--- config.mk ---
export PLATFORM = sky130hd
export DESIGN_NAME = nms_out_fifo_flat
export DESIGN_NICKNAME = d
export VERILOG_FILES = /design/src/rtl/nms_pkg.sv /design/src/rtl/nms_if.sv /design/src/rtl/nms_out_fifo.sv /design/src/flat_wrapper.sv
export SDC_FILE = /design/constraint.sdc
export NUM_CORES = 1
export LEC_CHECK = 0
export BUFFER_PORTS_ARGS = -buffer_cell sky130_fd_sc_hd__buf_4
export CAP_MARGIN = 0
export CORE_ASPECT_RATIO = 0.7
export CORE_MARGIN = 1.5
export CORE_UTILIZATION = 41
export DETAILED_ROUTE_END_ITERATION = 8
export MAX_ROUTING_LAYER = met4
export PLACE_DENSITY_LB_ADDON = 0.25
export SETUP_SLACK_MARGIN = 0.05
export SLEW_MARGIN = 20
export SYNTH_ARGS = -nofsm -noshare
export SYNTH_HDL_FRONTEND = slang
export SYNTH_SLANG_ARGS = --single-unit
--- constraint.sdc ---
create_clock -name clk -period 2.4 [get_ports clk]
set_input_delay 0.48 -clock clk [delete_from_list [all_inputs] [get_ports clk]]
set_output_delay 0.48 -clock clk [all_outputs]
set_load 0.02 [all_outputs]
--- src/rtl/nms_pkg.sv ---
// nms_pkg: shared types, constants and register codes of the 3x3 non-maximum suppression block
// no dependencies; used by every other rtl file
`default_nettype none

package nms_pkg;

    localparam int NMS_MAX_WIDTH = 1024;

    localparam int FW_W     = 11;
    localparam int FH_W     = 13;
    localparam int CFG_DW   = 13;
    localparam int PIX_W    = 8;

    localparam logic [FW_W-1:0] FW_RESET = 11'd640;
    localparam logic [FH_W-1:0] FH_RESET = 13'd480;

    localparam logic [PIX_W-1:0] MARK_ON  = 8'd255;
    localparam logic [PIX_W-1:0] MARK_OFF = 8'd0;

    typedef enum logic [0:0] {
        CFG_FRAME_WIDTH  = 1'b0,
        CFG_FRAME_HEIGHT = 1'b1
    } cfg_idx_t;

    typedef enum logic [0:0] {
        OP_PIXEL = 1'b0,
        OP_FLUSH = 1'b1
    } op_t;

    // one window step travelling from the counter stage to the compare stage
    typedef struct packed {
        logic             valid;
        logic             restart;
        logic             emit;
        logic             top;
        logic             bot;
        logic             lft;
        logic             rgt;
        logic [PIX_W-1:0] value;
    } step_t;

endpackage

`default_nettype wire

--- src/rtl/nms_if.sv ---
// nms_in_if / nms_out_if: valid-ready channels for pixel beats and result beats
// depends on nms_pkg for field widths
`default_nettype none


interface nms_out_if;
    logic                        valid;
    logic                        ready;
    logic [nms_pkg::PIX_W-1:0]   mark;
    logic                        frame_end;

    modport source (output valid, output mark, output frame_end, input ready);
    modport sink   (input valid, input mark, input frame_end, output ready);
endinterface

`default_nettype wire

--- src/rtl/nms_out_fifo.sv ---
// nms_out_fifo: three-entry result queue driving the result channel
// depends on nms_pkg and nms_out_if; room accounts for a step still in flight
`default_nettype none

module nms_out_fifo (
    input  wire logic                       clk,
    input  wire logic                       rst_n,
    input  wire logic                       push,
    input  wire logic [nms_pkg::PIX_W-1:0]  mark,
    input  wire logic                       frame_end,
    input  wire logic                       pending,
    output logic                            room,
    output logic                            full,
    nms_out_if.source                       results
);

    localparam int DEPTH = 3;
    localparam int PW    = $clog2(DEPTH);
    localparam int CNTW  = $clog2(DEPTH + 1);

    logic [nms_pkg::PIX_W-1:0] mark_reg [DEPTH];
    logic                      end_reg  [DEPTH];
    logic [PW-1:0]             wr_ptr_reg, rd_ptr_reg;
    logic [CNTW-1:0]           count_reg, count_next;
    logic                      pop;

    assign results.valid     = (count_reg != '0);
    assign results.mark      = mark_reg[rd_ptr_reg];
    assign results.frame_end = end_reg[rd_ptr_reg];
    assign pop               = results.valid && results.ready;
    assign full              = (count_reg == CNTW'(DEPTH));
    assign room              = ((CNTW + 1)'(count_reg) + (CNTW + 1)'(pending))
                               < (CNTW + 1)'(DEPTH);

    always_comb
    begin
        count_next = count_reg;
        if (push && !pop)
        begin
            count_next = count_reg + CNTW'(1);
        end
        else if (pop && !push)
        begin
            count_next = count_reg - CNTW'(1);
        end
    end

    always_ff @(posedge clk or negedge rst_n)
    begin
        if (!rst_n)
        begin
            wr_ptr_reg <= '0;
            rd_ptr_reg <= '0;
            count_reg  <= '0;
        end
        else
        begin
            count_reg <= count_next;
            if (push)
            begin
                wr_ptr_reg <= (wr_ptr_reg == PW'(DEPTH - 1)) ? '0 : wr_ptr_reg + PW'(1);
            end
            if (pop)
            begin
                rd_ptr_reg <= (rd_ptr_reg == PW'(DEPTH - 1)) ? '0 : rd_ptr_reg + PW'(1);
            end
        end
    end

    always_ff @(posedge clk)
    begin
        if (push)
        begin
            mark_reg[wr_ptr_reg] <= mark;
            end_reg[wr_ptr_reg]  <= frame_end;
        end
    end

endmodule

`default_nettype wire
--- src/flat_wrapper.sv ---
// flat-port wrapper written by rule: the top's interface ports become plain ports
module nms_out_fifo_flat 
  (clk, rst_n, push, mark, frame_end, pending, room, full, results_valid, results_mark, results_frame_end, results_ready);
  nms_out_if results_i ();
  input  wire logic clk;
  input  wire logic rst_n;
  input  wire logic push;
  input  wire logic [nms_pkg::PIX_W-1:0] mark;
  input  wire logic frame_end;
  input  wire logic pending;
  output logic room;
  output logic full;
  output wire logic [$bits(results_i.valid)-1:0] results_valid;
  output wire logic [$bits(results_i.mark)-1:0] results_mark;
  output wire logic [$bits(results_i.frame_end)-1:0] results_frame_end;
  input wire logic [$bits(results_i.ready)-1:0] results_ready;
  assign results_valid = results_i.valid;
  assign results_mark = results_i.mark;
  assign results_frame_end = results_i.frame_end;
  assign results_i.ready = results_ready;
  nms_out_fifo u_core (.clk(clk), .rst_n(rst_n), .push(push), .mark(mark), .frame_end(frame_end), .pending(pending), .room(room), .full(full), .results(results_i));
endmodule
==> results <==
- The total placed instance area is approximately 0.0016 mm2.
- The worst min-delay path class is in -> reg.
- The number of nets still failing antenna checks after routing is 0.
- Post-CTS timing repair inserted 0 buffers for setup.
- The clock root buffer master is sky130_fd_sc_hd__clkbuf_8.
- Setup total negative slack on the finished layout was measured at 0 ns.
- In the routed design, unresolved DRC markers number 0.
- sky130_fd_sc_hd__edfxtp_1 takes more of the synthesized area than any other cell.
- In this run the core area contains 17 standard-cell rows.
- The standby leakage power is 0.6786 nW.
- Headroom to the max-slew limit came out at 55.62%.
- The number of different library cells in the post-synthesis netlist is 20.
- Across the run, the number of max-cap violations was 0.
- The half-perimeter wire length after placement is 1.484 mm.
- In this run the cell area of the synthesized design comes to 0.001328 mm2.
- The floorplan step set the die height to 50.61 um.
- The share of synthesized area in the top cell type comes to 61.07%.
- Global routing used approximately 14% of the available tracks across all layers.
- The multi-input combinational cells in the finished layout cover a total of 341.6 um2.
- The final-report hold violation count is 0.
- In the post-route analysis, the smallest setup slack over all paths is 0.3855 ns.
- The setup slack after placement is approximately 0.59 ns.
- The initial antenna violation count was 0.
- Dividing the detail-routed via count by the number of cells gives 4.785.
- The required time at the endpoint of the critical path is around 1.9 ns.
- Across the whole layout, storage elements account for slightly below 0.001 mm2.
- In this run, placement finished with an instance count of 149.
- The worst-skew pair later-pin latency is 0.28 ns.
- The Yosys step of the flow raised 0 warnings.
- The worst hold path terminates at u_core.end_reg[1].
- The initial standard-cell utilization of the core is between 40% and 50%.
- The horizontal die dimension is 71.01 um.
- The launch point of the worst hold path is frame_end.
- The register with the most flip-flops in the layout has 24 of them.
- In this run the worst path has a maximum fanout of 12.
- The post-route netlist has 32.50% of its cells at a drive strength greater than 1.
- The setup-violating endpoint count in the final report is 0.
- The total global routing overflow is 0.
- The number of instances in the synthesized netlist is 86.
- TritonCTS built the clock tree.
- The net count of the finished layout is 136.
- From synthesis to final layout, the design area changed by 26.58%.
- Entering global routing, the biggest net connects 22 pins.
- The synthesized design contains 33 register bits.
- Setup repair after global routing left no endpoint under its margin.
- Leaving out fill and tap cells, the most frequent cells in the layout are 28 x sky130_fd_sc_hd__buf_4, 27 x sky130_fd_sc_hd__edfxtp_1, 11 x sky130_fd_sc_hd__nand2_1, 10 x sky130_fd_sc_hd__o21ai_1, 9 x sky130_fd_sc_hd__mux2i_1.
- The endpoint type of the worst setup path is an output pin.
- The final standard cell area without fillers is 0.001680 mm2.
- The critical path in this run is classified as reg -> out.
- The data arrival at the endpoint of the critical path is roughly 1.5 ns.
- The non-filler instance count after layout is 158.
- In the final routed layout, each cell accounts on average for 13.99 um.
- Sequential elements use 72.38% of the synthesized area.
- The leading cell type in the layout, fill and taps excluded is sky130_fd_sc_hd__buf_4.
- The first global-routing pass estimated between 3 and 4 mm of wire.
- The average instance area after synthesis is 15.44 um2.
- The origin of the critical flop-to-flop path is u_core.count_reg[0].
- For the pin with the worst max-slew slack, the measured transition is about 0.67 ns.
- The minimum clock period after layout is slightly above 2 ns.
- The overall die area is between 0.003 and 0.004 mm2.
- The maximum clock rate is 496.4 MHz.
- STA classifies the critical path startpoint as a register.
- The max-slew violation count is 0.
- The first detailed-routing pass took 3 iterations.
- Dividing total power by cell area gives a power density of about 1300 mW/mm2.
- The clock edge transition at the registers on the reported setup and hold paths is 0.06 ns.
- The logic depth of the worst register-to-register path is 5.
- The number of nets produced by synthesis is 103.
- The total of fill cells in the finished design is 255.
- The detailed-route via count is roughly 760.
- Final hold analysis gives a worst-case slack of slightly below 0.4 ns.
- The initial detailed-routing violation count is 31.
- After synthesis, the cell types taking the most area are sky130_fd_sc_hd__edfxtp_1 61%, sky130_fd_sc_hd__dfrtp_1 11%, sky130_fd_sc_hd__mux2i_1 6.8%.
- The flow ran to the end, and the final reports show no timing, DRC or antenna violations.
- Overall power consumption after layout is estimated at 2.119 mW.
- TritonCTS created 5 clock buffers.
- The number of instances on the worst hold path is 1.
- The repair_antennas step left the layout with diodes totalling 0.
- The endpoint identified for the worst register-to-register timing path is u_core.count_reg[1].
- The placer congestion estimate is 0.7016.
- The worst path uses 83.94% of the clock period.
- In this run the standard cell core region covers 0.003127 mm2.
- The number of global-route vias before repair was 718.
- The reg2reg setup slack is 1.00 ns.
- The count of boundary I/O pins is 26.
- The buffer levels on the longest clock path is 2.
- VDD sags by at most 506.1 uV.
- The clock sink count is 33.
- The count of H-tree levels built during CTS is 2.
- The number of buffer cells added on primary ports is 25.
- The final design utilization is 53.74%.
- Across the routed clock network, the largest skew measured is 0.006786 ns.
- Wires add up to 2.210 mm.
[report_power, final]
group | switching [mW] | total [mW] | internal (mW) | leakage [nW]
logic | 0.374 | 0.723 | 0.348 | 0.303
registers | 0.157 | 0.908 | 0.751 | 0.323
clock network | 0.182 | 0.488 | 0.306 | 0.0528
total | 0.713 | 2.12 | 1.41 | 0.679
[what timing repair did]
item / CTS / global route
gates resized for setup: 0 / 0
hold buffers: 1 / 0
hold endpoints to repair: 6 / 0
[area by class of cell]
| cell class | count | share of cell area [%] |
|---|---|---|
| flip-flops and latches | 33 | 57.19 |
| repair buffers | 29 | 13.10 |
| multi-input cells | 49 | 20.33 |
| clock buffers | 6 | 4.319 |
| clock inverters | 2 | 2.010 |
| inverters | 1 | 0.2234 |
| well taps | 38 | 2.829 |
[synth_stat cells]
master / instances
sky130_fd_sc_hd__a21o_1: 3
sky130_fd_sc_hd__dfrtp_1: 6
sky130_fd_sc_hd__and2_1: 1
sky130_fd_sc_hd__o21ai_1: 10
sky130_fd_sc_hd__buf_2: 2
sky130_fd_sc_hd__inv_2: 1
sky130_fd_sc_hd__a21oi_1: 1
sky130_fd_sc_hd__nand2_1: 11
sky130_fd_sc_hd__nor3_2: 2
sky130_fd_sc_hd__edfxtp_1: 27
sky130_fd_sc_hd__mux2i_1: 9
sky130_fd_sc_hd__o21ai_2: 1
sky130_fd_sc_hd__nor2_1: 2
sky130_fd_sc_hd__xnor2_1: 1
sky130_fd_sc_hd__or2_1: 1
sky130_fd_sc_hd__xor2_1: 2
sky130_fd_sc_hd__or2b_1: 1
sky130_fd_sc_hd__ha_1: 3
sky130_fd_sc_hd__nor3b_2: 1
sky130_fd_sc_hd__buf_6: 1
[kinds of logic after synthesis]
family                     after synthesis  synth area share (%)
xor gates and xnor gates                 3                 1.980
buffers and inverters                    4                 1.885
DFF                                     33                 72.38
AOI/OAI and AO/OA                       15                 6.503
and+or+nand+nor                         19                 7.635
adders and majority gates                3                 2.828
muxes                                    9                 6.786
[layer usage]
metal,vias up,GRT usage (%),share of wire [%]
met5,-,-,0
met4,0,5.660,1.5
met3,6,6.024,4.8
met2,18,21.18,49
met1,349,17.17,45
li1,383,-,-
[critical path: stages, from the launching register on]
cell                      delay (ns)
sky130_fd_sc_hd__dfrtp_1        0.72
sky130_fd_sc_hd__mux2i_1        0.27
sky130_fd_sc_hd__o21ai_1        0.08
sky130_fd_sc_hd__buf_4          0.18
[worst max path at each step]
stage / startpoint / to / slack, ns / depth (start not counted)
6_report: u_core.rd_ptr_reg[0] / results_mark[5] / 0.39 / 3
5_1_grt: u_core.rd_ptr_reg[0] / results_mark[0] / 0.27 / 3
4_1_cts: u_core.rd_ptr_reg[0] / results_mark[5] / 0.34 / 3
3_5_place_dp: pending / room / 0.59 / 5
3_3_place_gp: pending / room / 0.60 / 5
2_1_floorplan: pending / room / 0.63 / 3
Power figures use the tool's default switching activity.
