===== src/rtl/nms_pkg.sv =====
// nms_pkg: shared types, constants and register codes of the 3x3 non-maximum suppression block
// no dependencies; used by every other rtl file
`default_nettype none

package nms_pkg;

    localparam int NMS_MAX_WIDTH = 1024;

    localparam int FW_W     = 11;
    localparam int FH_W     = 13;
    localparam int CFG_DW   = 13;
    localparam int PIX_W    = 8;

    localparam logic [FW_W-1:0] FW_RESET = 11'd640;
    localparam logic [FH_W-1:0] FH_RESET = 13'd480;

    localparam logic [PIX_W-1:0] MARK_ON  = 8'd255;
    localparam logic [PIX_W-1:0] MARK_OFF = 8'd0;

    typedef enum logic [0:0] {
        CFG_FRAME_WIDTH  = 1'b0,
        CFG_FRAME_HEIGHT = 1'b1
    } cfg_idx_t;

    typedef enum logic [0:0] {
        OP_PIXEL = 1'b0,
        OP_FLUSH = 1'b1
    } op_t;

    // one window step travelling from the counter stage to the compare stage
    typedef struct packed {
        logic             valid;
        logic             restart;
        logic             emit;
        logic             top;
        logic             bot;
        logic             lft;
        logic             rgt;
        logic [PIX_W-1:0] value;
    } step_t;

endpackage

`default_nettype wire


===== src/rtl/nms_if.sv =====
// nms_in_if / nms_out_if: valid-ready channels for pixel beats and result beats
// depends on nms_pkg for field widths
`default_nettype none

interface nms_in_if;
    logic                        valid;
    logic                        ready;
    logic                        opcode;
    logic [nms_pkg::PIX_W-1:0]   pixel_value;

    modport source (output valid, output opcode, output pixel_value, input ready);
    modport sink   (input valid, input opcode, input pixel_value, output ready);
endinterface


`default_nettype wire


===== src/rtl/nms_front.sv =====
// nms_front: configuration registers, raster counters, flush handling and line store addressing
// depends on nms_pkg and nms_in_if
`default_nettype none

module nms_front #(
    parameter int MAX_WIDTH = nms_pkg::NMS_MAX_WIDTH,
    localparam int AW  = $clog2(MAX_WIDTH),
    localparam int CW1 = $clog2(MAX_WIDTH + 1)
) (
    input  wire logic                        clk,
    input  wire logic                        rst_n,
    input  wire logic                        cfg_we,
    input  wire logic [0:0]                  cfg_index,
    input  wire logic [nms_pkg::CFG_DW-1:0]  cfg_data,
    nms_in_if.sink                           pixels,
    input  wire logic                        room,
    output logic                             rd_en,
    output logic [AW-1:0]                    rd_addr,
    output logic [AW-1:0]                    wr_addr_reg,
    output nms_pkg::step_t                   step_reg,
    output logic                             extra_reg
);

    localparam int WW  = (CW1 > nms_pkg::FW_W) ? CW1 : nms_pkg::FW_W;
    localparam int IRW = nms_pkg::FH_W + 1;
    localparam int ORW = nms_pkg::FH_W;

    logic [nms_pkg::FW_W-1:0] frame_width_reg;
    logic [nms_pkg::FH_W-1:0] frame_height_reg;
    logic [IRW-1:0]           in_row_reg, in_row_next;
    logic [AW-1:0]            in_col_reg, in_col_next;
    logic [ORW-1:0]           out_row_reg, out_row_next;
    logic [AW-1:0]            out_col_reg, out_col_next;
    logic                     extra_next;
    nms_pkg::step_t           step_next;

    logic [WW-1:0]            fw_ext;
    logic [CW1-1:0]           eff_w;
    logic [nms_pkg::FH_W-1:0] eff_h;
    logic                     accept, is_pix, flush_ok, issue_in, issue_extra, issue;
    logic                     rst_step, due;
    logic [IRW-1:0]           ir;
    logic [AW-1:0]            ic;
    logic [ORW-1:0]           orow;
    logic [AW-1:0]            oc;

    always_comb
    begin
        fw_ext = WW'(frame_width_reg);
        if (fw_ext == '0)
        begin
            eff_w = CW1'(1);
        end
        else if (fw_ext > WW'(MAX_WIDTH))
        begin
            eff_w = CW1'(MAX_WIDTH);
        end
        else
        begin
            eff_w = CW1'(fw_ext);
        end
        eff_h = (frame_height_reg == '0) ? nms_pkg::FH_W'(1) : frame_height_reg;
    end

    assign pixels.ready = !extra_reg && room;
    assign accept       = pixels.valid && pixels.ready;

    always_comb
    begin
        case (pixels.opcode)
            nms_pkg::OP_PIXEL: is_pix = 1'b1;
            nms_pkg::OP_FLUSH: is_pix = 1'b0;
            default:           is_pix = 1'b0;
        endcase
    end

    // a flush only counts once the frame is in and results are still owed
    assign flush_ok    = (in_row_reg >= IRW'(eff_h)) && (out_row_reg < eff_h);
    assign issue_in    = accept && (is_pix || flush_ok);
    assign issue_extra = extra_reg && room;
    assign issue       = issue_in || issue_extra;
    assign rst_step    = issue_in && is_pix && (in_row_reg >= IRW'(eff_h));

    always_comb
    begin
        ir   = rst_step ? '0 : in_row_reg;
        ic   = rst_step ? '0 : in_col_reg;
        orow = rst_step ? '0 : out_row_reg;
        oc   = rst_step ? '0 : out_col_reg;

        due = (ir >= IRW'(2)) || ((ir == IRW'(1)) && (ic != '0));

        step_next.valid   = issue;
        step_next.restart = rst_step;
        step_next.emit    = due;
        step_next.top     = (orow == '0);
        step_next.bot     = ((IRW'(orow) + IRW'(1)) >= IRW'(eff_h));
        step_next.lft     = (oc == '0);
        step_next.rgt     = ((CW1'(oc) + CW1'(1)) >= eff_w);
        step_next.value   = (issue_in && is_pix) ? pixels.pixel_value : '0;

        in_row_next  = in_row_reg;
        in_col_next  = in_col_reg;
        out_row_next = out_row_reg;
        out_col_next = out_col_reg;
        if (issue)
        begin
            if ((CW1'(ic) + CW1'(1)) >= eff_w)
            begin
                in_col_next = '0;
                in_row_next = ir + IRW'(1);
            end
            else
            begin
                in_col_next = ic + AW'(1);
                in_row_next = ir;
            end
            out_row_next = orow;
            out_col_next = oc;
            if (due)
            begin
                if ((CW1'(oc) + CW1'(1)) >= eff_w)
                begin
                    out_col_next = '0;
                    out_row_next = orow + ORW'(1);
                end
                else
                begin
                    out_col_next = oc + AW'(1);
                end
            end
        end

        // single-row frame: first flush step is silent, a second step follows
        extra_next = extra_reg;
        if (issue_in && !is_pix && !due)
        begin
            extra_next = 1'b1;
        end
        else if (issue_extra)
        begin
            extra_next = 1'b0;
        end
    end

    assign rd_en   = issue;
    assign rd_addr = ic;

    always_ff @(posedge clk or negedge rst_n)
    begin
        if (!rst_n)
        begin
            frame_width_reg  <= nms_pkg::FW_RESET;
            frame_height_reg <= nms_pkg::FH_RESET;
            in_row_reg       <= '0;
            in_col_reg       <= '0;
            out_row_reg      <= '0;
            out_col_reg      <= '0;
            extra_reg        <= 1'b0;
            step_reg         <= '0;
        end
        else if (cfg_we)
        begin
            case (cfg_index)
                nms_pkg::CFG_FRAME_WIDTH:  frame_width_reg  <= cfg_data[nms_pkg::FW_W-1:0];
                nms_pkg::CFG_FRAME_HEIGHT: frame_height_reg <= cfg_data[nms_pkg::FH_W-1:0];
                default:                   frame_width_reg  <= frame_width_reg;
            endcase
            in_row_reg  <= '0;
            in_col_reg  <= '0;
            out_row_reg <= '0;
            out_col_reg <= '0;
            extra_reg   <= 1'b0;
            step_reg    <= '0;
        end
        else
        begin
            in_row_reg  <= in_row_next;
            in_col_reg  <= in_col_next;
            out_row_reg <= out_row_next;
            out_col_reg <= out_col_next;
            extra_reg   <= extra_next;
            step_reg    <= step_next;
        end
    end

    always_ff @(posedge clk)
    begin
        if (issue)
        begin
            wr_addr_reg <= ic;
        end
    end

endmodule

`default_nettype wire


===== src/flat_wrapper.sv =====
// flat-port wrapper written by rule: the top's interface ports become plain ports
module nms_front_flat 
#(
    parameter int MAX_WIDTH = nms_pkg::NMS_MAX_WIDTH,
    localparam int AW  = $clog2(MAX_WIDTH),
    localparam int CW1 = $clog2(MAX_WIDTH + 1)
)
  (clk, rst_n, cfg_we, cfg_index, cfg_data, room, rd_en, rd_addr, wr_addr_reg, step_reg, extra_reg, pixels_valid, pixels_opcode, pixels_pixel_value, pixels_ready);
  nms_in_if pixels_i ();
  input  wire logic clk;
  input  wire logic rst_n;
  input  wire logic cfg_we;
  input  wire logic [0:0] cfg_index;
  input  wire logic [nms_pkg::CFG_DW-1:0] cfg_data;
  input  wire logic room;
  output logic rd_en;
  output logic [AW-1:0] rd_addr;
  output logic [AW-1:0] wr_addr_reg;
  output nms_pkg::step_t step_reg;
  output logic extra_reg;
  input wire logic [$bits(pixels_i.valid)-1:0] pixels_valid;
  input wire logic [$bits(pixels_i.opcode)-1:0] pixels_opcode;
  input wire logic [$bits(pixels_i.pixel_value)-1:0] pixels_pixel_value;
  output wire logic [$bits(pixels_i.ready)-1:0] pixels_ready;
  assign pixels_i.valid = pixels_valid;
  assign pixels_i.opcode = pixels_opcode;
  assign pixels_i.pixel_value = pixels_pixel_value;
  assign pixels_ready = pixels_i.ready;
  nms_front #(.MAX_WIDTH(MAX_WIDTH)) u_core (.clk(clk), .rst_n(rst_n), .cfg_we(cfg_we), .cfg_index(cfg_index), .cfg_data(cfg_data), .pixels(pixels_i), .room(room), .rd_en(rd_en), .rd_addr(rd_addr), .wr_addr_reg(wr_addr_reg), .step_reg(step_reg), .extra_reg(extra_reg));
endmodule

===== config.mk =====
export PLATFORM = sky130hd
export DESIGN_NAME = nms_front_flat
export DESIGN_NICKNAME = d
export VERILOG_FILES = /design/src/rtl/nms_pkg.sv /design/src/rtl/nms_if.sv /design/src/rtl/nms_front.sv /design/src/flat_wrapper.sv
export SDC_FILE = /design/constraint.sdc
export NUM_CORES = 1
export LEC_CHECK = 0
export CAP_MARGIN = 20
export CELL_PAD_IN_SITES_DETAIL_PLACEMENT = 2
export CELL_PAD_IN_SITES_GLOBAL_PLACEMENT = 2
export CORE_AREA = 10 10 133 135
export DETAILED_ROUTE_END_ITERATION = 16
export DIE_AREA = 0 0 143 145
export DONT_BUFFER_PORTS = 1
export GPL_TIMING_DRIVEN = 0
export PLACE_DENSITY = 0.92
export SETUP_SLACK_MARGIN = 0.02
export SYNTH_ARGS = -nofsm -noshare
export SYNTH_HDL_FRONTEND = slang
export SYNTH_SLANG_ARGS = --single-unit

===== constraint.sdc =====
create_clock -name clk -period 8.33 [get_ports clk]
set_clock_uncertainty 0.15 [all_clocks]
set_input_delay 0.4165 -clock clk [delete_from_list [all_inputs] [get_ports clk]]
set_output_delay 0.4165 -clock clk [all_outputs]
set_load 0.1 [all_outputs]

==> flow_summary_export.csv <==
group,metric,value,unit
routing,routedWlPerCell,29.96,um
synth,syn_area,0.006510,mm2
critical_path,worstSetupEndpointType,"flop",
flow_run,maxCapViolations,0,
critical_path,r2r-end,"u_core.in_col_reg[6]$_DFFE_PN0P_",
critical_path,cp.required,8.47,ns
sta,timing.final.crit_share,96.69,%
global_routing,antenna_found_initial,0,
clocking,ctsResizeCount,0,
finish,fin_cells,902,
global_routing,grt_usage,26.00,%
min_path,holdPathEnd,"u_core.step_reg[3]$_DFF_PN0_",
power_and_ir_drop,ir_drop,0.1109,mV
finish,antenna-diode-count,0,
placement,port_buffers,0,
sta,slew_headroom,27.11,%
min_path,min_path_cells,1,
routing,detail-route-antenna-nets,0,
finish,final_nets,806,
sta,rsz0062_at_grt,"false",
critical_path,reg2reg_setup_slack,0.28,ns
min_path,worstHoldStart,"pixels_pixel_value[3]",
finish,area_growth,8.995,%
global_routing,grt_pass1_wl,42070,um
routing,drt_first_iter_violations,602,
placement,gp_congestion,0.8902,
synth,ys_ff_latch,97,
global_routing,grt_pass1_vias,6982,
global_routing,overflow,0,
synth,yosysSeqAreaShare,38.17,%
placement,dp_cells,884,
clocking,cts_max_level,3,
min_path,holdCritPathClass,"in2reg",
clocking,cts_tree,"done",
clocking,numCtsBuffers,9,
sta,fin_tns_setup,0,ns
routing,vias,6135,
sta,worst_pin_slew,1.093,ns
routing,wirelength,27030,um
critical_path,cp-startpoint,"u_core.frame_height_reg[4]$_DFFE_PN0P_",
critical_path,crit_type,"reg2reg",
clocking,cts-root-buf,"clkbuf_16",
sta,clock.fmax,0.1242,GHz
routing,routed_via_density,6.802,
critical_path,cp_max_fo,10,
synth,syn_nets,793,
synth,async_flop_share,89.69,%
clocking,clk_pin_slew,0.08,ns
power_and_ir_drop,p_per_area,166.0,mW/mm2
die,die-width,143,um
die,rows,45,
clocking,clkSinkCount,97,
synth,syn_inst,696,
finish,largest_reg_flops,15,
die,core,0.01503,mm2
synth,synth-edff-count,10,
critical_path,start_kind,"flop",
critical_path,critical_path_arrival,8.20,ns
synth,synthFlopType,"dfrtp_1",
synth,avgSynthCellArea,9.353,um2
synth,ys_top_cells_by_area,"dfrtp_1 (31%), ha_1 (13%), edfxtp_1 (4.6%)",
routing,route.detailed.drc,0,
synth,yosys.area.top_type,"dfrtp_1",
finish,final_common_cell,"dfrtp_1",
die,fp.dieH,145,um
global_routing,grt_max_degree,88,
synth,synth_top_area_share,31.14,%
finish,layout-drive-gt1-share,9.384,%
clocking,clock_latency,0.38,ns
sta,slew_violations,0,
critical_path,r2r-start,"u_core.frame_height_reg[4]$_DFFE_PN0P_",
sta,setup_viol,0,
finish,final_cell_mix,"dfrtp_1 (81), ha_1 (69), nand2_1 (56), nor2_1 (55), a21oi_1 (40)",
placement,dpl.hpwl,18770,um
synth,yosysWarnings,0,
outcome,status,"complete, no violations",
routing,firstDrtPassIters,5,
critical_path,r2r_cells,23,
sta,fin_crit,8.054,ns
clocking,clock_path_buffers,2,
die,io_pins,66,
synth,netlist-cell-type-count,61,
power_and_ir_drop,leakage,3.180,nW
die,initial_utilization,43.30,%
die,die-area,0.02074,mm2
sta,hold_viol,0,
-- metal layers --
metal | global-route usage (%) | wire (um) | vias up
met4 | 15.33 | 1419 | 0
met1 | 29.66 | 10340 | 3163
li1 | - | - | 2590
met3 | 4.726 | 1587 | 98
met5 | 0 | 0 | -
met2 | 44.07 | 13680 | 284
-- where the power goes --
part	switching (mW)	internal, mW
Combinational	0.122	0.0573
Clock	0.217	0.239
Sequential	0.0413	0.501
Total	0.380	0.798
-- worst max-delay path: stages (launching register included) --
cell and delay (ns):
dfrtp_1 0.41, nor4_1 0.43, a31o_1 0.33, ha_1 0.28
nor2_1 0.09, a21oi_1 0.10, o21a_1 0.23, o21ai_1 0.49
buf_2 0.38, clkbuf_1 0.53, and2_1 0.95, ha_1 0.40
nand2_1 0.10, nor2_1 0.26, xnor2_1 0.23, nor2_1 0.11
ha_1 0.35, a211oi_1 0.29, nor2_1 0.09, nor4_1 0.43
a31oi_1 0.39, clkbuf_1 0.32, or4_1 0.46, a21oi_1 0.16
-- worst max-delay path by stage --
stage	to	slack [ns]	cells past startpoint
after floorplan	u_core.in_col_reg[6]$_DFFE_PN0P_	2.65	23
after global placement	u_core.in_row_reg[0]$_DFFE_PN0P_	1.02	24
after detailed placement	u_core.in_col_reg[6]$_DFFE_PN0P_	0.69	23
after CTS	u_core.in_row_reg[13]$_DFFE_PN0P_	0.54	24
after global routing	u_core.in_row_reg[13]$_DFFE_PN0P_	0.09	24
final	u_core.in_col_reg[6]$_DFFE_PN0P_	0.28	23
-- per-stage QoR --
stage	power, mW	setup WS, ns	utilization [%]	cell area [um2]	hold WS [ns]
3_5_place_dp	0.7089	0.6851	44.89	6748	-0.02426
3_3_place_gp	0.6888	1.018	44.87	6745	-0.02445
6_report	1.178	0.2760	47.20	7096	0.02399
4_1_cts	1.178	0.5444	47.20	7096	0.02204
5_1_grt	1.215	0.09476	47.20	7096	0.03098
2_1_floorplan	0.6486	2.654	-	6510	-0.02909
-- kinds of logic after synthesis --
logic type,count (synthesis),synth area share (%)
buf+inv,62,3.901
fa+ha+maj,69,13.26
flops,97,38.17
compound gates,163,16.64
simple gates,255,20.41
xor+xnor,27,3.633
mux,23,3.978
-- synthesized netlist by cell type, drive strengths merged (6+ instances only) --
master,instances
a211oi,8
a21o,8
a21oi,43
a22o,18
a31oi,14
and2,23
and3,16
buf,14
clkbuf,17
dfrtp,81
dfstp,6
edfxtp,10
ha,69
inv,30
mux2,23
nand2,56
nand3,27
nand4,22
nor2,55
nor3,8
nor4,16
o211ai,9
o21a,9
o21ai,32
or4,12
xnor2,15
xor2,12
-- final cells by class --
type	instances	area (um2)
multi-input cells	537	3774
flip-flops and latches	97	2485
plain buffers	31	137.6
fillers	1558	7938
clock inverters	7	85.08
repair buffers	2	37.54
well taps	188	235.2
clock buffers	9	225.2
inverters	31	116.4
-- timing repair --
action | in CTS | in global routing
hold buffers | 2 | 0
endpoints found under the hold margin | 87 | 0
setup buffers | 0 | 0
No activity file was read; power rests on OpenSTA's default activity.
