`config.mk`:
```
export PLATFORM = sky130hd
export DESIGN_NAME = nms_window
export DESIGN_NICKNAME = d
export VERILOG_FILES = /design/src/rtl/nms_pkg.sv /design/src/rtl/nms_window.sv
export SDC_FILE = /design/constraint.sdc
export NUM_CORES = 1
export LEC_CHECK = 0
export BUFFER_PORTS_ARGS = -buffer_cell sky130_fd_sc_hd__buf_2
export CAP_MARGIN = 30
export CORE_MARGIN = 2
export CORE_UTILIZATION = 63
export DETAILED_ROUTE_END_ITERATION = 8
export PLACE_DENSITY_LB_ADDON = 0.25
export SYNTH_ARGS = -nofsm -noshare
export SYNTH_HDL_FRONTEND = slang
export SYNTH_SLANG_ARGS = --single-unit
```
`constraint.sdc`:
```
create_clock -name clk -period 6.6 [get_ports clk]
set_clock_uncertainty 0.2 [all_clocks]
set_input_delay 1.65 -clock clk [delete_from_list [all_inputs] [get_ports clk]]
set_output_delay 1.65 -clock clk [all_outputs]
set_load 0.01 [all_outputs]
```
`src/rtl/nms_pkg.sv`:
```
// nms_pkg: shared types, constants and register codes of the 3x3 non-maximum suppression block
// no dependencies; used by every other rtl file
`default_nettype none

package nms_pkg;

    localparam int NMS_MAX_WIDTH = 1024;

    localparam int FW_W     = 11;
    localparam int FH_W     = 13;
    localparam int CFG_DW   = 13;
    localparam int PIX_W    = 8;

    localparam logic [FW_W-1:0] FW_RESET = 11'd640;
    localparam logic [FH_W-1:0] FH_RESET = 13'd480;

    localparam logic [PIX_W-1:0] MARK_ON  = 8'd255;
    localparam logic [PIX_W-1:0] MARK_OFF = 8'd0;

    typedef enum logic [0:0] {
        CFG_FRAME_WIDTH  = 1'b0,
        CFG_FRAME_HEIGHT = 1'b1
    } cfg_idx_t;

    typedef enum logic [0:0] {
        OP_PIXEL = 1'b0,
        OP_FLUSH = 1'b1
    } op_t;

    // one window step travelling from the counter stage to the compare stage
    typedef struct packed {
        logic             valid;
        logic             restart;
        logic             emit;
        logic             top;
        logic             bot;
        logic             lft;
        logic             rgt;
        logic [PIX_W-1:0] value;
    } step_t;

endpackage

`default_nettype wire

```
`src/rtl/nms_window.sv`:
```
// nms_window: 3x3 window registers and the four-direction local maximum test
// depends on nms_pkg (step_t, mark codes)
`default_nettype none

module nms_window (
    input  wire logic                       clk,
    input  wire logic                       rst_n,
    input  wire logic                       clear,
    input  wire nms_pkg::step_t             step,
    input  wire logic [nms_pkg::PIX_W-1:0]  above,
    input  wire logic [nms_pkg::PIX_W-1:0]  center,
    output logic                            push,
    output logic [nms_pkg::PIX_W-1:0]       mark,
    output logic                            frame_end
);

    logic [nms_pkg::PIX_W-1:0] win_reg [3][3];
    logic [nms_pkg::PIX_W-1:0] old     [3][3];
    logic [nms_pkg::PIX_W-1:0] c, ul, dr, ur, dl, up, dn, lf, rt;
    logic                      on;

    always_comb
    begin
        for (int r = 0; r < 3; r++)
        begin
            for (int k = 0; k < 3; k++)
            begin
                old[r][k] = step.restart ? '0 : win_reg[r][k];
            end
        end
    end

    // neighbours taken from the window as it stands after this shift
    always_comb
    begin
        c  = old[1][2];
        ul = (step.top || step.lft) ? '0 : old[0][1];
        dr = (step.bot || step.rgt) ? '0 : step.value;
        ur = (step.top || step.rgt) ? '0 : above;
        dl = (step.bot || step.lft) ? '0 : old[2][1];
        up = step.top ? '0 : old[0][2];
        dn = step.bot ? '0 : old[2][2];
        lf = step.lft ? '0 : old[1][1];
        rt = step.rgt ? '0 : center;
        on = ((ul < c) && (dr < c)) || ((ur < c) && (dl < c)) ||
             ((up < c) && (dn < c)) || ((lf < c) && (rt < c));
    end

    assign push      = step.valid && step.emit;
    assign mark      = on ? nms_pkg::MARK_ON : nms_pkg::MARK_OFF;
    assign frame_end = step.bot && step.rgt;

    always_ff @(posedge clk or negedge rst_n)
    begin
        if (!rst_n)
        begin
            for (int r = 0; r < 3; r++)
            begin
                for (int k = 0; k < 3; k++)
                begin
                    win_reg[r][k] <= '0;
                end
            end
        end
        else if (clear)
        begin
            for (int r = 0; r < 3; r++)
            begin
                for (int k = 0; k < 3; k++)
                begin
                    win_reg[r][k] <= '0;
                end
            end
        end
        else if (step.valid)
        begin
            for (int r = 0; r < 3; r++)
            begin
                win_reg[r][0] <= old[r][1];
                win_reg[r][1] <= old[r][2];
            end
            win_reg[0][2] <= above;
            win_reg[1][2] <= center;
            win_reg[2][2] <= step.value;
        end
    end

endmodule

`default_nettype wire

```
==> Implementation_results.wiki, run 1 <==
{| class="wikitable"
! Metric !! Value
|-
| Startpoint class of the critical path || input pin
|-
| Final Critical Period || just under 6 ns
|-
| Pin count of the biggest net entering global routing || 27
|-
| Maximum resistive drop on vdd || roughly 0.11 mV
|-
| Clock latency reported for the late side of the worst-skew pair || ~0.30 ns
|-
| Number of distinct library cell variants in the gate-level netlist after synthesis || 34
|-
| TritonCTS sink count || between 40 and 50
|-
| Routed length per placed instance || between 15 and 20 µm
|-
| Slew @ Worst Pin || between 0.6 and 0.7 ns
|-
| Grt total ovfl || 0
|-
| Reg2Reg Setup Slack || roughly 5.6 ns
|-
| Top fanout value on the critical path || 14
|-
| Class of the tightest hold or removal check || flop to flop
|-
| Final routed wirelength across all metal layers || roughly 8600 µm
|-
| Total nets after synthesis || about 450
|-
| Setup repair after global routing missed its margin || no
|-
| Number of buffers created by CTS || 5
|-
| Ant diodes || 0
|-
| Worst R2R Start || win_reg[7]$_DFFE_PN0P_
|-
| Post CTS Setup Buffer Count || 0
|-
| Critical Setup Path Class || input pin to output pin
|-
| Total Die Area || just over 6000 µm²
|-
| Number of search-and-repair iterations in the first detailed-routing pass || 4
|-
| Clock input transition at the sequential cells of the worst setup and hold paths || 0.09 ns
|-
| Total power || between 0.6 and 0.7 mW
|-
| Worst slew margin || 0.5777
|-
| Portion of the post-synthesis area used by sequential elements || 0.3414
|-
| Number of maximum-capacitance constraint violations || 0
|-
| End of the worst register-to-register path || win_reg[7]$_DFFE_PN0P_
|-
| Setup-violating endpoint count in the final report || 0
|-
| Max reg flops || 48
|-
| CTS tree || built
|-
| Syn-to-layout area delta || 9.957%
|-
| DR iter-0 viols || approximately 210
|-
| Arrival time of data at the critical path endpoint || about 4.0 ns
|-
| Static Leak || a little under 2 nW
|-
| Post-synthesis instance area || 3518 µm²
|-
| Final weighted congestion in routability-driven placement || slightly below 0.9
|-
| GRT Total Usage || 0.3005
|-
| Depth of the worst register-to-register path || 2
|-
| Post-CTS Resized || 0
|-
| Timing startpoint of the critical path || step[13]
|-
| Fin. Hold Viols || 0
|-
| Final Cell Area || 3869 µm²
|-
| Cell at the root of the clock tree || sky130_fd_sc_hd__clkbuf_8
|-
| Mean instance size in the synthesized netlist || about 9.7 µm²
|-
| Overall die height || 78.73 µm
|-
| Run status || finished clean
|-
| Endpoint class of the critical path || output pin
|-
| Starting density of the core || 0.6469
|-
| Number of instances in the synthesized netlist || between 300 and 400
|-
| Number of warnings reported in the yosys synthesis log || 0
|-
| IO Port Bufs || 43
|-
| Layout net count || between 400 and 500
|-
| Area of the placeable core || around 5400 µm²
|-
| Total vias in the final route || 2820
|-
| Maximum achievable frequency || 170.0 MHz
|-
| Ports placed on the boundary || 44
|-
| Half-perimeter wire length after placement || between 6000 and 7000 µm
|-
| Via count of the first global-routing pass || 2944
|-
| Power density normalized to cell area || roughly 180 nW/µm²
|-
| Final cycle utilization of the critical path || 0.8914
|-
| Post-CTS Hold Fix Bufs || 0
|-
| Termination of the worst setup path || mark[2]
|-
| Placed inst area || 3757 µm²
|-
| Initial antenna violation count || 0
|-
| Total Negative Setup Slacks || 0 ns
|-
| Global-route wire length before repair || ~14000 µm
|-
| WP data required || 4.75 ns
|-
| Fraction of final layout cells sized beyond drive strength 1 || 0.1439
|-
| Drt via density || roughly 6
|-
| Die width || 78.73 µm
|-
| Flip-flop and latch count after synthesis || between 40 and 50
|-
| Dpl ws || a little over 0.8 ns
|-
| Placement row count || 27
|-
| DR DRC count || 0
|-
| Worst setup margin || just over 0.7 ns
|-
| Final max-slew violation count || 0
|-
| Remaining antenna violation count || 0
|-
| CTS H-Tree Depth || 2
|-
| Maximum root-to-sink buffer count || 2
|}
## worst min-delay path by stage
stage                       startpoint                      end  slack [ns]  depth (start not counted)
3_5_place_dp    win_reg[8]$_DFFE_PN0P_   win_reg[8]$_DFFE_PN0P_        0.28                          1
4_1_cts        win_reg[33]$_DFFE_PN0P_  win_reg[33]$_DFFE_PN0P_        0.31                          1
5_1_grt         win_reg[8]$_DFFE_PN0P_   win_reg[8]$_DFFE_PN0P_        0.32                          1
3_3_place_gp   win_reg[35]$_DFFE_PN0P_  win_reg[35]$_DFFE_PN0P_        0.28                          1
2_1_floorplan  win_reg[10]$_DFFE_PN0P_  win_reg[10]$_DFFE_PN0P_        0.26                          1
6_report       win_reg[13]$_DFFE_PN0P_  win_reg[13]$_DFFE_PN0P_        0.31                          1
## cell usage after synthesis, drive strengths merged
cell type | instances | share of area
o21a | 1 | 0.0021
dfrtp | 48 | 0.34
nor3 | 3 | 0.0043
a31oi | 1 | 0.0018
nor3b | 2 | 0.0057
nand2b | 8 | 0.014
inv | 4 | 0.0043
a21boi | 1 | 0.0021
nand4 | 6 | 0.011
ha | 56 | 0.20
o22ai | 1 | 0.0018
nor2b | 9 | 0.016
and2 | 50 | 0.089
nand2 | 9 | 0.0096
mux2i | 24 | 0.068
a2111oi | 2 | 0.0050
and4 | 3 | 0.0075
clkbuf | 7 | 0.0078
o211ai | 4 | 0.0085
o2111ai | 1 | 0.0025
a21o | 2 | 0.0043
a211oi | 3 | 0.0064
nor2 | 38 | 0.041
o21ai | 13 | 0.018
a21oi | 19 | 0.027
a22o | 24 | 0.060
nand3 | 5 | 0.0071
buf | 14 | 0.027
a211o | 3 | 0.0075
## stage by stage
step                hold slack, ns  instances  utilization
floorplan                   0.2646        361            -
global placement            0.2801        459       0.6858
detailed placement          0.2842        460       0.6908
CTS                         0.3110        468       0.7113
global route                0.3156        468       0.7113
finish                      0.3082        468       0.7113
## routing by layer
metal | routed length, µm | vias up | part of all wire | track usage
met4 | 236 | 0 | 0.027 | 0.1263
met3 | 465 | 21 | 0.054 | 0.05114
li1 | - | 1364 | - | -
met5 | 0 | - | 0 | 0
met1 | 3887 | 1349 | 0.45 | 0.3985
met2 | 4006 | 86 | 0.47 | 0.4880
## power by group
part / internal, mW / switching (mW)
Combinational: 0.0640 / 0.0913
Clock: 0.112 / 0.103
Sequential: 0.305 / 0.00948
Total: 0.481 / 0.203
## logic make-up after synthesis
| logic type | Yosys count | share of synthesized area |
|---|---|---|
| buf+inv | 25 | 0.03947 |
| simple gates | 133 | 0.2045 |
| fa+ha+maj | 56 | 0.1991 |
| flops | 48 | 0.3414 |
| compound gates | 75 | 0.1472 |
| mux | 24 | 0.06828 |
## layout by cell type, fill, tap and decap left out
master / n
sky130_fd_sc_hd__nand4_1: 6
sky130_fd_sc_hd__buf_2: 43
sky130_fd_sc_hd__clkbuf_8: 5
sky130_fd_sc_hd__o22ai_1: 1
sky130_fd_sc_hd__nand2b_1: 8
sky130_fd_sc_hd__mux2i_1: 24
sky130_fd_sc_hd__buf_16: 1
sky130_fd_sc_hd__clkinv_2: 1
sky130_fd_sc_hd__ha_1: 56
sky130_fd_sc_hd__bufinv_16: 1
sky130_fd_sc_hd__a21boi_0: 1
sky130_fd_sc_hd__inv_1: 4
sky130_fd_sc_hd__buf_4: 4
sky130_fd_sc_hd__o21a_1: 1
sky130_fd_sc_hd__dfrtp_1: 48
sky130_fd_sc_hd__a21o_1: 2
sky130_fd_sc_hd__and2_1: 50
sky130_fd_sc_hd__and4_1: 3
sky130_fd_sc_hd__nor3_1: 3
sky130_fd_sc_hd__nand2_1: 9
sky130_fd_sc_hd__nor3b_1: 1
sky130_fd_sc_hd__a21oi_1: 19
sky130_fd_sc_hd__a2111oi_0: 2
sky130_fd_sc_hd__nor2b_1: 9
sky130_fd_sc_hd__clkinvlp_4: 1
sky130_fd_sc_hd__o211ai_1: 4
sky130_fd_sc_hd__o2111ai_1: 1
sky130_fd_sc_hd__a22o_1: 24
sky130_fd_sc_hd__a211oi_1: 3
sky130_fd_sc_hd__nor3b_2: 1
sky130_fd_sc_hd__o21ai_0: 12
sky130_fd_sc_hd__nand3_1: 5
sky130_fd_sc_hd__o21ai_1: 1
sky130_fd_sc_hd__a31oi_1: 1
sky130_fd_sc_hd__nor2_1: 38
sky130_fd_sc_hd__a211o_1: 3
## final cells by class
class | instances | area [µm²]
clock buffer | 5 | 68.82
inverter | 4 | 15.01
sequential | 48 | 1201
fill | 422 | 1570
timing repair buffer | 48 | 272.8
clock inverter | 3 | 42.54
multi-input combinational | 288 | 2178
tap | 72 | 90.09
## worst max-delay path, cell delays in order
cell and delay [ns]:
sky130_fd_sc_hd__buf_2 0.23, sky130_fd_sc_hd__nand2b_1 0.42, sky130_fd_sc_hd__ha_1 0.32, sky130_fd_sc_hd__a21oi_1 0.15
sky130_fd_sc_hd__o21ai_0 0.10, sky130_fd_sc_hd__a2111oi_0 0.52, sky130_fd_sc_hd__o211ai_1 0.19, sky130_fd_sc_hd__nand4_1 0.24
sky130_fd_sc_hd__buf_2 0.19
Note: power is estimated with default switching activity, not from simulation.
==> run 2: changes to the inputs <==
--- a/config.mk
+++ b/config.mk
@@ -10,7 +10,8 @@
 export CORE_MARGIN = 2
 export CORE_UTILIZATION = 63
 export DETAILED_ROUTE_END_ITERATION = 8
-export PLACE_DENSITY_LB_ADDON = 0.25
+export PLACE_DENSITY = 0.86
 export SYNTH_ARGS = -nofsm -noshare
 export SYNTH_HDL_FRONTEND = slang
 export SYNTH_SLANG_ARGS = --single-unit
+export TNS_END_PERCENT = 50
==> constraint.sdc (replaced) <==
create_clock -name clk -period 7.2 [get_ports clk]
set_clock_uncertainty 0.2 [all_clocks]
set_input_delay 1.8 -clock clk [delete_from_list [all_inputs] [get_ports clk]]
set_output_delay 1.8 -clock clk [all_outputs]
set_load 0.01 [all_outputs]
==> run 2 against run 1 <==
Effect of this change:
- sequential share of layout area grew 0.12 points
- core utilization decreased by 0.28 points
- setup slack gained 0.26 ns
- first-iteration DRC count rose by 6.6%
- final area decreased by 0.39%
- register-to-register slack better by 0.60 ns
- clock power is 8% lower
- sequential power down 8.3%
==> Implementation_results.wiki, run 2 (same netlist as run 1, synthesis figures left out) <==
{| class="wikitable"
! Metric !! Value
|-
| Dpl cells || around 460
|-
| Final Critical Period || around 6.2 ns
|-
| Final cycle utilization of the critical path || 0.8650
|-
| CTS tree || built
|-
| CTS H-Tree Depth || 2
|-
| Drt via density || 6.336
|-
| Final weighted congestion in routability-driven placement || around 0.86
|-
| Final routed wirelength across all metal layers || 8463 µm
|-
| Slew @ Worst Pin || slightly below 0.7 ns
|-
| Pin count of the biggest net entering global routing || 30
|-
| Starting density of the core || 0.6469
|-
| Half-perimeter wire length after placement || roughly 6300 µm
|-
| Worst path slowest cell || sky130_fd_sc_hd__a2111oi_0
|-
| Grt total ovfl || 0
|-
| Multi-input combinational cell area || 2178 µm²
|-
| Worst R2R Start || win_reg[7]$_DFFE_PN0P_
|-
| Maximum achievable frequency || about 160 MHz
|-
| Fin. Hold Viols || 0
|-
| Number of buffers created by CTS || 5
|-
| Maximum resistive drop on vdd || 0.09948 mV
|-
| Depth of the worst register-to-register path || 2
|-
| Power density normalized to cell area || 162.6 nW/µm²
|-
| Total vias in the final route || 2959
|-
| Total Negative Setup Slacks || 0 ns
|-
| Total power || approximately 0.63 mW
|-
| IO Port Bufs || 43
|-
| Reg2Reg Setup Slack || approximately 6.2 ns
|-
| Ant diodes || 0
|-
| GRT Total Usage || 0.2972
|-
| Initial antenna violation count || 0
|-
| Chain of cells forming the critical path || buf_2 -> nand2b_1 -> ha_1 -> a21o_1 -> a21oi_1 -> nor2b_1 -> a2111oi_0 -> nand4_1 -> nand4_1 -> buf_2
|-
| Number of fill cells || approximately 400
|-
| Die width || 78.73 µm
|-
| Final Non-Filler Cells || 467
|-
| Fraction of final layout cells sized beyond drive strength 1 || 0.1418
|-
| Timing startpoint of the critical path || step[13]
|-
| TritonCTS sink count || 48
|-
| Clock latency reported for the late side of the worst-skew pair || approximately 0.31 ns
|-
| Endpoint class of the critical path || output pin
|-
| Post-CTS Hold Fix Bufs || 0
|-
| Commonest cells after routing, fill and taps aside || sky130_fd_sc_hd__ha_1 (56), sky130_fd_sc_hd__and2_1 (50), sky130_fd_sc_hd__dfrtp_1 (48), sky130_fd_sc_hd__buf_2 (43), sky130_fd_sc_hd__nor2_1 (38)
|-
| Wire length on met3 || between 500 and 600 µm
|-
| Worst path max stage delay || between 0.4 and 0.5 ns
|-
| Area of the placeable core || 5439 µm²
|-
| Critical Setup Path Class || input pin to output pin
|-
| Placed inst area || roughly 3700 µm²
|-
| Ports placed on the boundary || 44
|-
| Remaining antenna violation count || 0
|-
| Post CTS Setup Buffer Count || 0
|-
| Termination of the worst setup path || mark[5]
|-
| Run status || finished clean
|-
| Sum of met2 wire segment lengths after detailed routing || 3973 µm
|-
| Maximum root-to-sink buffer count || 2
|-
| Final Cell Area || about 3900 µm²
|-
| Post-CTS Resized || 0
|-
| CP top delay family || simple AND/OR/NAND/NOR gates
|-
| Number of maximum-capacitance constraint violations || 0
|-
| Met1 Wirelength || around 3700 µm
|-
| Setup-violating endpoint count in the final report || 0
|-
| Arrival time of data at the critical path endpoint || about 4.2 ns
|-
| DR DRC count || 0
|-
| Post-layout utilization of the core || 0.7085
|-
| Global-route wire length before repair || approximately 14000 µm
|-
| End of the worst register-to-register path || win_reg[7]$_DFFE_PN0P_
|-
| DR iter-0 viols || about 230
|-
| Clock input transition at the sequential cells of the worst setup and hold paths || 0.09 ns
|-
| WP data required || 5.20 ns
|-
| Logic depth of the worst setup path including buffers || 10
|-
| Overall die height || 78.73 µm
|-
| Top fanout value on the critical path || 14
|-
| Setup repair after global routing missed its margin || no
|-
| Class of the tightest hold or removal check || flop to flop
|-
| Syn-to-layout area delta || 9.531%
|-
| Routed length per placed instance || 18.12 µm
|-
| Static Leak || 1.958 nW
|-
| Buffers and inverters on the worst path || 2
|-
| Via count of the first global-routing pass || between 2000 and 3000
|-
| Placement row count || 27
|-
| Worst slew margin || 0.5476
|-
| Uppermost layer routed || met4
|-
| Layout net count || 484
|-
| Area occupied by registers || roughly 1200 µm²
|-
| Startpoint class of the critical path || input pin
|-
| Number of search-and-repair iterations in the first detailed-routing pass || 5
|-
| Final max-slew violation count || 0
|-
| Total Die Area || about 6200 µm²
|-
| Cell at the root of the clock tree || sky130_fd_sc_hd__clkbuf_8
|-
| Leading cell type in the layout, fill and taps excluded || sky130_fd_sc_hd__ha_1
|-
| Max reg flops || 48
|}
[run 2: cell types whose count changed in the layout (fill, tap and decap cells not counted), sizes merged]
cell and delta:
buf -1
[run 2: layer usage]
metal  up-vias  global-route usage
met5         -                   0
met4         0              0.1421
met3        28             0.04432
met2       144              0.4880
met1      1416              0.3871
li1       1371                   -
[run 2: cell type report]
| class | count | area share |
|---|---|---|
| Multi-Input combinational cell | 288 | 0.5653 |
| Sequential cell | 48 | 0.3117 |
| Clock buffer | 5 | 0.01786 |
| Timing Repair Buffer | 47 | 0.06688 |
| Tap cell | 72 | 0.02338 |
| Inverter | 4 | 0.003896 |
| Clock inverter | 3 | 0.01104 |
[run 2: per-stage QoR]
stage | hold WS (ns) | setup slack [ns]
floorplan | 0.2646 | 1.433
global placement | 0.2812 | 1.117
detailed placement | 0.2846 | 0.9761
CTS | 0.3085 | 0.9471
global route | 0.3160 | 0.7718
finish | 0.3047 | 0.9722
[run 2: worst min path at each step]
stage / from / depth (start not counted) / endpoint
6_report: win_reg[33]$_DFFE_PN0P_ / 1 / win_reg[33]$_DFFE_PN0P_
5_1_grt: win_reg[59]$_DFFE_PN0P_ / 1 / win_reg[59]$_DFFE_PN0P_
4_1_cts: win_reg[8]$_DFFE_PN0P_ / 1 / win_reg[8]$_DFFE_PN0P_
3_5_place_dp: win_reg[33]$_DFFE_PN0P_ / 1 / win_reg[33]$_DFFE_PN0P_
3_3_place_gp: win_reg[8]$_DFFE_PN0P_ / 1 / win_reg[8]$_DFFE_PN0P_
2_1_floorplan: win_reg[10]$_DFFE_PN0P_ / 1 / win_reg[10]$_DFFE_PN0P_
[run 2: worst reg2reg max path, cell delays in order, from the launching register on]
cell	delay, ns
sky130_fd_sc_hd__dfrtp_1	0.43
sky130_fd_sc_hd__mux2i_1	0.14
sky130_fd_sc_hd__nor2_1	0.06
[run 2: report_power, final]
part	switching, mW	internal (mW)	leakage, nW
logic	0.0822	0.0579	1.25
registers	0.00862	0.280	0.651
clock network	0.0955	0.103	0.0541
total	0.186	0.440	1.96
==> run 3: changes to the inputs <==
--- a/config.mk
+++ b/config.mk
@@ -5,6 +5,7 @@
 export SDC_FILE = /design/constraint.sdc
 export NUM_CORES = 1
 export LEC_CHECK = 0
+export ABC_AREA = 1
 export BUFFER_PORTS_ARGS = -buffer_cell sky130_fd_sc_hd__buf_2
 export CAP_MARGIN = 30
 export CORE_MARGIN = 2
==> constraint.sdc (replaced) <==
create_clock -name clk -period 7.7 [get_ports clk]
set_clock_uncertainty 0.2 [all_clocks]
set_input_delay 1.925 -clock clk [delete_from_list [all_inputs] [get_ports clk]]
set_output_delay 1.925 -clock clk [all_outputs]
set_load 0.01 [all_outputs]
==> run 3 against run 2 <==
Effect of this change:
- final cell count rose by 26%
- via count rose by 8.3%
- die area rose by 1.8%
- routed wire length fell by 2.3%
- sequential power fell by 8.3%
- first-iteration DRC count fell by 1.8%
- critical path type unchanged
- sequential cell count did not move
- clock-buffer cell count rose by 2
- highest routed layer unchanged
- sequential share of layout area fell by 0.40 points
- combinational power rose by 3%
- largest power group unchanged
- hold slack improved by 0.039 ns
==> Implementation_results.wiki, run 3 <==
{| class="wikitable"
! Metric !! Value
|-
| Setup-violating endpoint count in the final report || 0
|-
| Most numerous cell in the Yosys netlist || sky130_fd_sc_hd__nand2_1
|-
| Fraction of final layout cells sized beyond drive strength 1 || 0.1197
|-
| Mean instance size in the synthesized netlist || between 7 and 8 µm²
|-
| Worst Hold End || win_reg[8]$_DFFE_PN0P_
|-
| Half-perimeter wire length after placement || roughly 6200 µm
|-
| Total Die Area || 6309 µm²
|-
| Share of synthesized flip-flops with an asynchronous set or reset || 1.000
|-
| Reg2Reg Setup Slack || ~6.7 ns
|-
| Slew @ Worst Pin || 0.9812 ns
|-
| Via count of the first global-routing pass || just over 3000
|-
| Clock latency reported for the late side of the worst-skew pair || 0.30 ns
|-
| Number of maximum-capacitance constraint violations || 0
|-
| Final weighted congestion in routability-driven placement || a little under 1
|-
| Maximum achievable frequency || between 150 and 200 MHz
|-
| Arrival time of data at the critical path endpoint || approximately 3.9 ns
|-
| Routed length per placed instance || about 14 µm
|-
| Ant diodes || 0
|-
| Initial antenna violation count || 0
|-
| Setup repair after global routing missed its margin || no
|-
| Total nets after synthesis || about 570
|-
| Grt total ovfl || 0
|-
| Placement row count || 27
|-
| Cell at the root of the clock tree || sky130_fd_sc_hd__clkbuf_8
|-
| Cell occurring most often along the worst timing path || sky130_fd_sc_hd__nand3_1
|-
| Power density normalized to cell area || between 100 and 150 nW/µm²
|-
| Post-CTS Resized || 0
|-
| Global-route wire length before repair || 14150 µm
|-
| Maximum root-to-sink buffer count || 2
|-
| Final Non-Filler Cells || between 500 and 600
|-
| Startpoint class of the critical path || input pin
|-
| Placed inst area || approximately 3800 µm²
|-
| Depth of the worst register-to-register path || 2
|-
| Layout net count || around 610
|-
| Total vias in the final route || 3206
|-
| Flip-flop and latch count after synthesis || 48
|-
| Remaining antenna violation count || 0
|-
| Worst path max stage delay || 0.39 ns
|-
| Portion of the post-synthesis area used by sequential elements || 0.3351
|-
| Worst R2R Start || win_reg[24]$_DFFE_PN0P_
|-
| Total power || around 0.57 mW
|-
| End of the worst register-to-register path || win_reg[32]$_DFFE_PN0P_
|-
| Hold depth || 2
|-
| Number of enable flip-flop cells after synthesis || 0
|-
| Syn-to-layout area delta || 8.900%
|-
| Starting density of the core || 0.6510
|-
| Fin. Hold Viols || 0
|-
| Maximum resistive drop on vdd || 0.1126 mV
|-
| TritonCTS sink count || 48
|-
| Leading cell type in the layout, fill and taps excluded || sky130_fd_sc_hd__nand2_1
|-
| DR DRC count || 0
|-
| CTS H-Tree Depth || 2
|-
| Number of warnings reported in the yosys synthesis log || 0
|-
| Cell type with the highest aggregate area in the netlist || sky130_fd_sc_hd__dfrtp_1
|-
| Dpl cells || ~580
|-
| CP top delay family || simple AND/OR/NAND/NOR gates
|-
| Area share of the largest cell type after synthesis || 0.3351
|-
| Drt via density || 5.434
|-
| Commonest cells after routing, fill and taps aside || sky130_fd_sc_hd__nand2_1 (96), sky130_fd_sc_hd__inv_1 (95), sky130_fd_sc_hd__nor2_1 (73), sky130_fd_sc_hd__ha_1 (56), sky130_fd_sc_hd__dfrtp_1 (48)
|-
| Final Critical Period || ~6.0 ns
|-
| Worst hold margin || 0.3437 ns
|-
| Worst path slowest cell || sky130_fd_sc_hd__ha_1
|-
| Class of the tightest hold or removal check || flop to flop
|-
| Primary FF master, synth || sky130_fd_sc_hd__dfrtp_1
|-
| Number of search-and-repair iterations in the first detailed-routing pass || 4
|-
| Endpoint class of the critical path || output pin
|-
| CTS tree || built
|-
| Number of instances in the synthesized netlist || a little under 500
|-
| Post-CTS Hold Fix Bufs || 0
|-
| Cell types occupying the most area after synthesis || sky130_fd_sc_hd__dfrtp_1 (34%), sky130_fd_sc_hd__ha_1 (20%), sky130_fd_sc_hd__nand2_1 (10%)
|-
| Post-synthesis instance area || 3585 µm²
|-
| Ports placed on the boundary || 44
|-
| Die width || ~79 µm
|-
| Worst hold path startpoint || win_reg[8]$_DFFE_PN0P_
|-
| Final cycle utilization of the critical path || 0.7768
|-
| IO Port Bufs || 43
|-
| Area of the placeable core || between 5000 and 6000 µm²
|-
| Ranking of synthesized cells by instance count || sky130_fd_sc_hd__nand2_1 (96), sky130_fd_sc_hd__inv_1 (95), sky130_fd_sc_hd__nor2_1 (73), sky130_fd_sc_hd__ha_1 (56), sky130_fd_sc_hd__dfrtp_1 (48)
|-
| Post CTS Setup Buffer Count || 0
|-
| Clock input transition at the sequential cells of the worst setup and hold paths || 0.09 ns
|-
| GRT Total Usage || 0.2865
|-
| Pin count of the biggest net entering global routing || 47
|-
| Total Negative Setup Slacks || 0 ns
|-
| Worst slew margin || 0.3443
|-
| Number of distinct library cell variants in the gate-level netlist after synthesis || 25
|-
| Number of buffers created by CTS || 5
|-
| Final routed wirelength across all metal layers || approximately 8300 µm
|-
| WP data required || ~5.6 ns
|-
| Chain of cells forming the critical path || buf_2 -> inv_2 -> nand2_1 -> ha_1 -> nand2_1 -> inv_2 -> nand3_1 -> nand3_1 -> nor3b_1 -> nand3_1 -> nand4_1 -> buf_2
|-
| Critical Setup Path Class || input pin to output pin
|-
| Number of fill cells || 460
|-
| Buffers and inverters on the worst path || 4
|-
| Static Leak || 2.127 nW
|-
| Overall die height || slightly below 80 µm
|-
| Final max-slew violation count || 0
|-
| Final Cell Area || about 4000 µm²
|-
| DR iter-0 viols || about 220
|-
| Run status || finished clean
|-
| Max reg flops || 48
|-
| Top fanout value on the critical path || 9
|}
-- run 3: cell types whose count changed in the layout (fill, tap and decap cells not counted), moves of 24 or more --
| cell | change |
|---|---|
| sky130_fd_sc_hd__nor2_1 | +35 |
| sky130_fd_sc_hd__o22ai_1 | +42 |
| sky130_fd_sc_hd__a22o_1 | -24 |
| sky130_fd_sc_hd__nand2_1 | +87 |
| sky130_fd_sc_hd__mux2i_1 | -24 |
| sky130_fd_sc_hd__inv_1 | +91 |
| sky130_fd_sc_hd__and2_1 | -50 |
-- run 3: metal layers --
layer  share of wire  vias up  global-route usage
met3           0.064       10             0.03733
met1            0.44     1487              0.3776
met4           0.012        0             0.07759
li1                -     1605                   -
met2            0.48      104              0.4950
met5               0        -                   0
-- run 3: through the flow --
step | worst slack [ns] | utilization
3_5_place_dp | 1.763 | 0.6919
4_1_cts | 1.740 | 0.7089
6_report | 1.719 | 0.7089
5_1_grt | 1.551 | 0.7089
3_3_place_gp | 1.810 | 0.6869
2_1_floorplan | 2.177 | -
-- run 3: worst max path at each step --
| stage | end | startpoint | cells after the start | slack [ns] |
|---|---|---|---|---|
| 6_report | mark[3] | step[13] | 12 | 1.72 |
| 5_1_grt | mark[0] | step[13] | 12 | 1.55 |
| 4_1_cts | mark[3] | step[13] | 12 | 1.74 |
| 3_5_place_dp | mark[3] | step[13] | 11 | 1.76 |
| 3_3_place_gp | mark[0] | step[13] | 11 | 1.81 |
| 2_1_floorplan | mark[0] | step[13] | 10 | 2.18 |
-- run 3: cell type report --
cell class,instances,area (µm²),share of cell area
multi-input combinational,317,1893,0.4849
sequential,48,1201,0.3077
inverter,100,375.4,0.09615
timing repair buffer,45,250.2,0.06410
tap,72,90.09,0.02308
clock buffer,7,86.33,0.02212
clock inverter,1,7.507,0.001923
-- run 3: cells by family after synthesis --
kind of cell | count (synthesis) | share of synthesized area
adders and majority gates | 56 | 0.1955
AOI/OAI and AO/OA | 73 | 0.1215
DFF | 48 | 0.3351
and+or+nand+nor | 188 | 0.2112
buffers and inverters | 117 | 0.1368
-- run 3: tightest hold or removal path: cells and delay by family, from the launching register on --
| kind | cells | cell delay [ns] |
|---|---|---|
| AOI/OAI and AO/OA | 1 | 0.06 |
| DFF | 1 | 0.37 |
| and+or+nand+nor | 1 | 0.08 |
-- run 3: power breakdown --
| group | internal (mW) | switching [mW] | total [mW] |
|---|---|---|---|
| combinational | 0.0517 | 0.0921 | 0.144 |
| clock | 0.0732 | 0.0867 | 0.160 |
| sequential | 0.261 | 0.00321 | 0.264 |
| total | 0.386 | 0.182 | 0.568 |
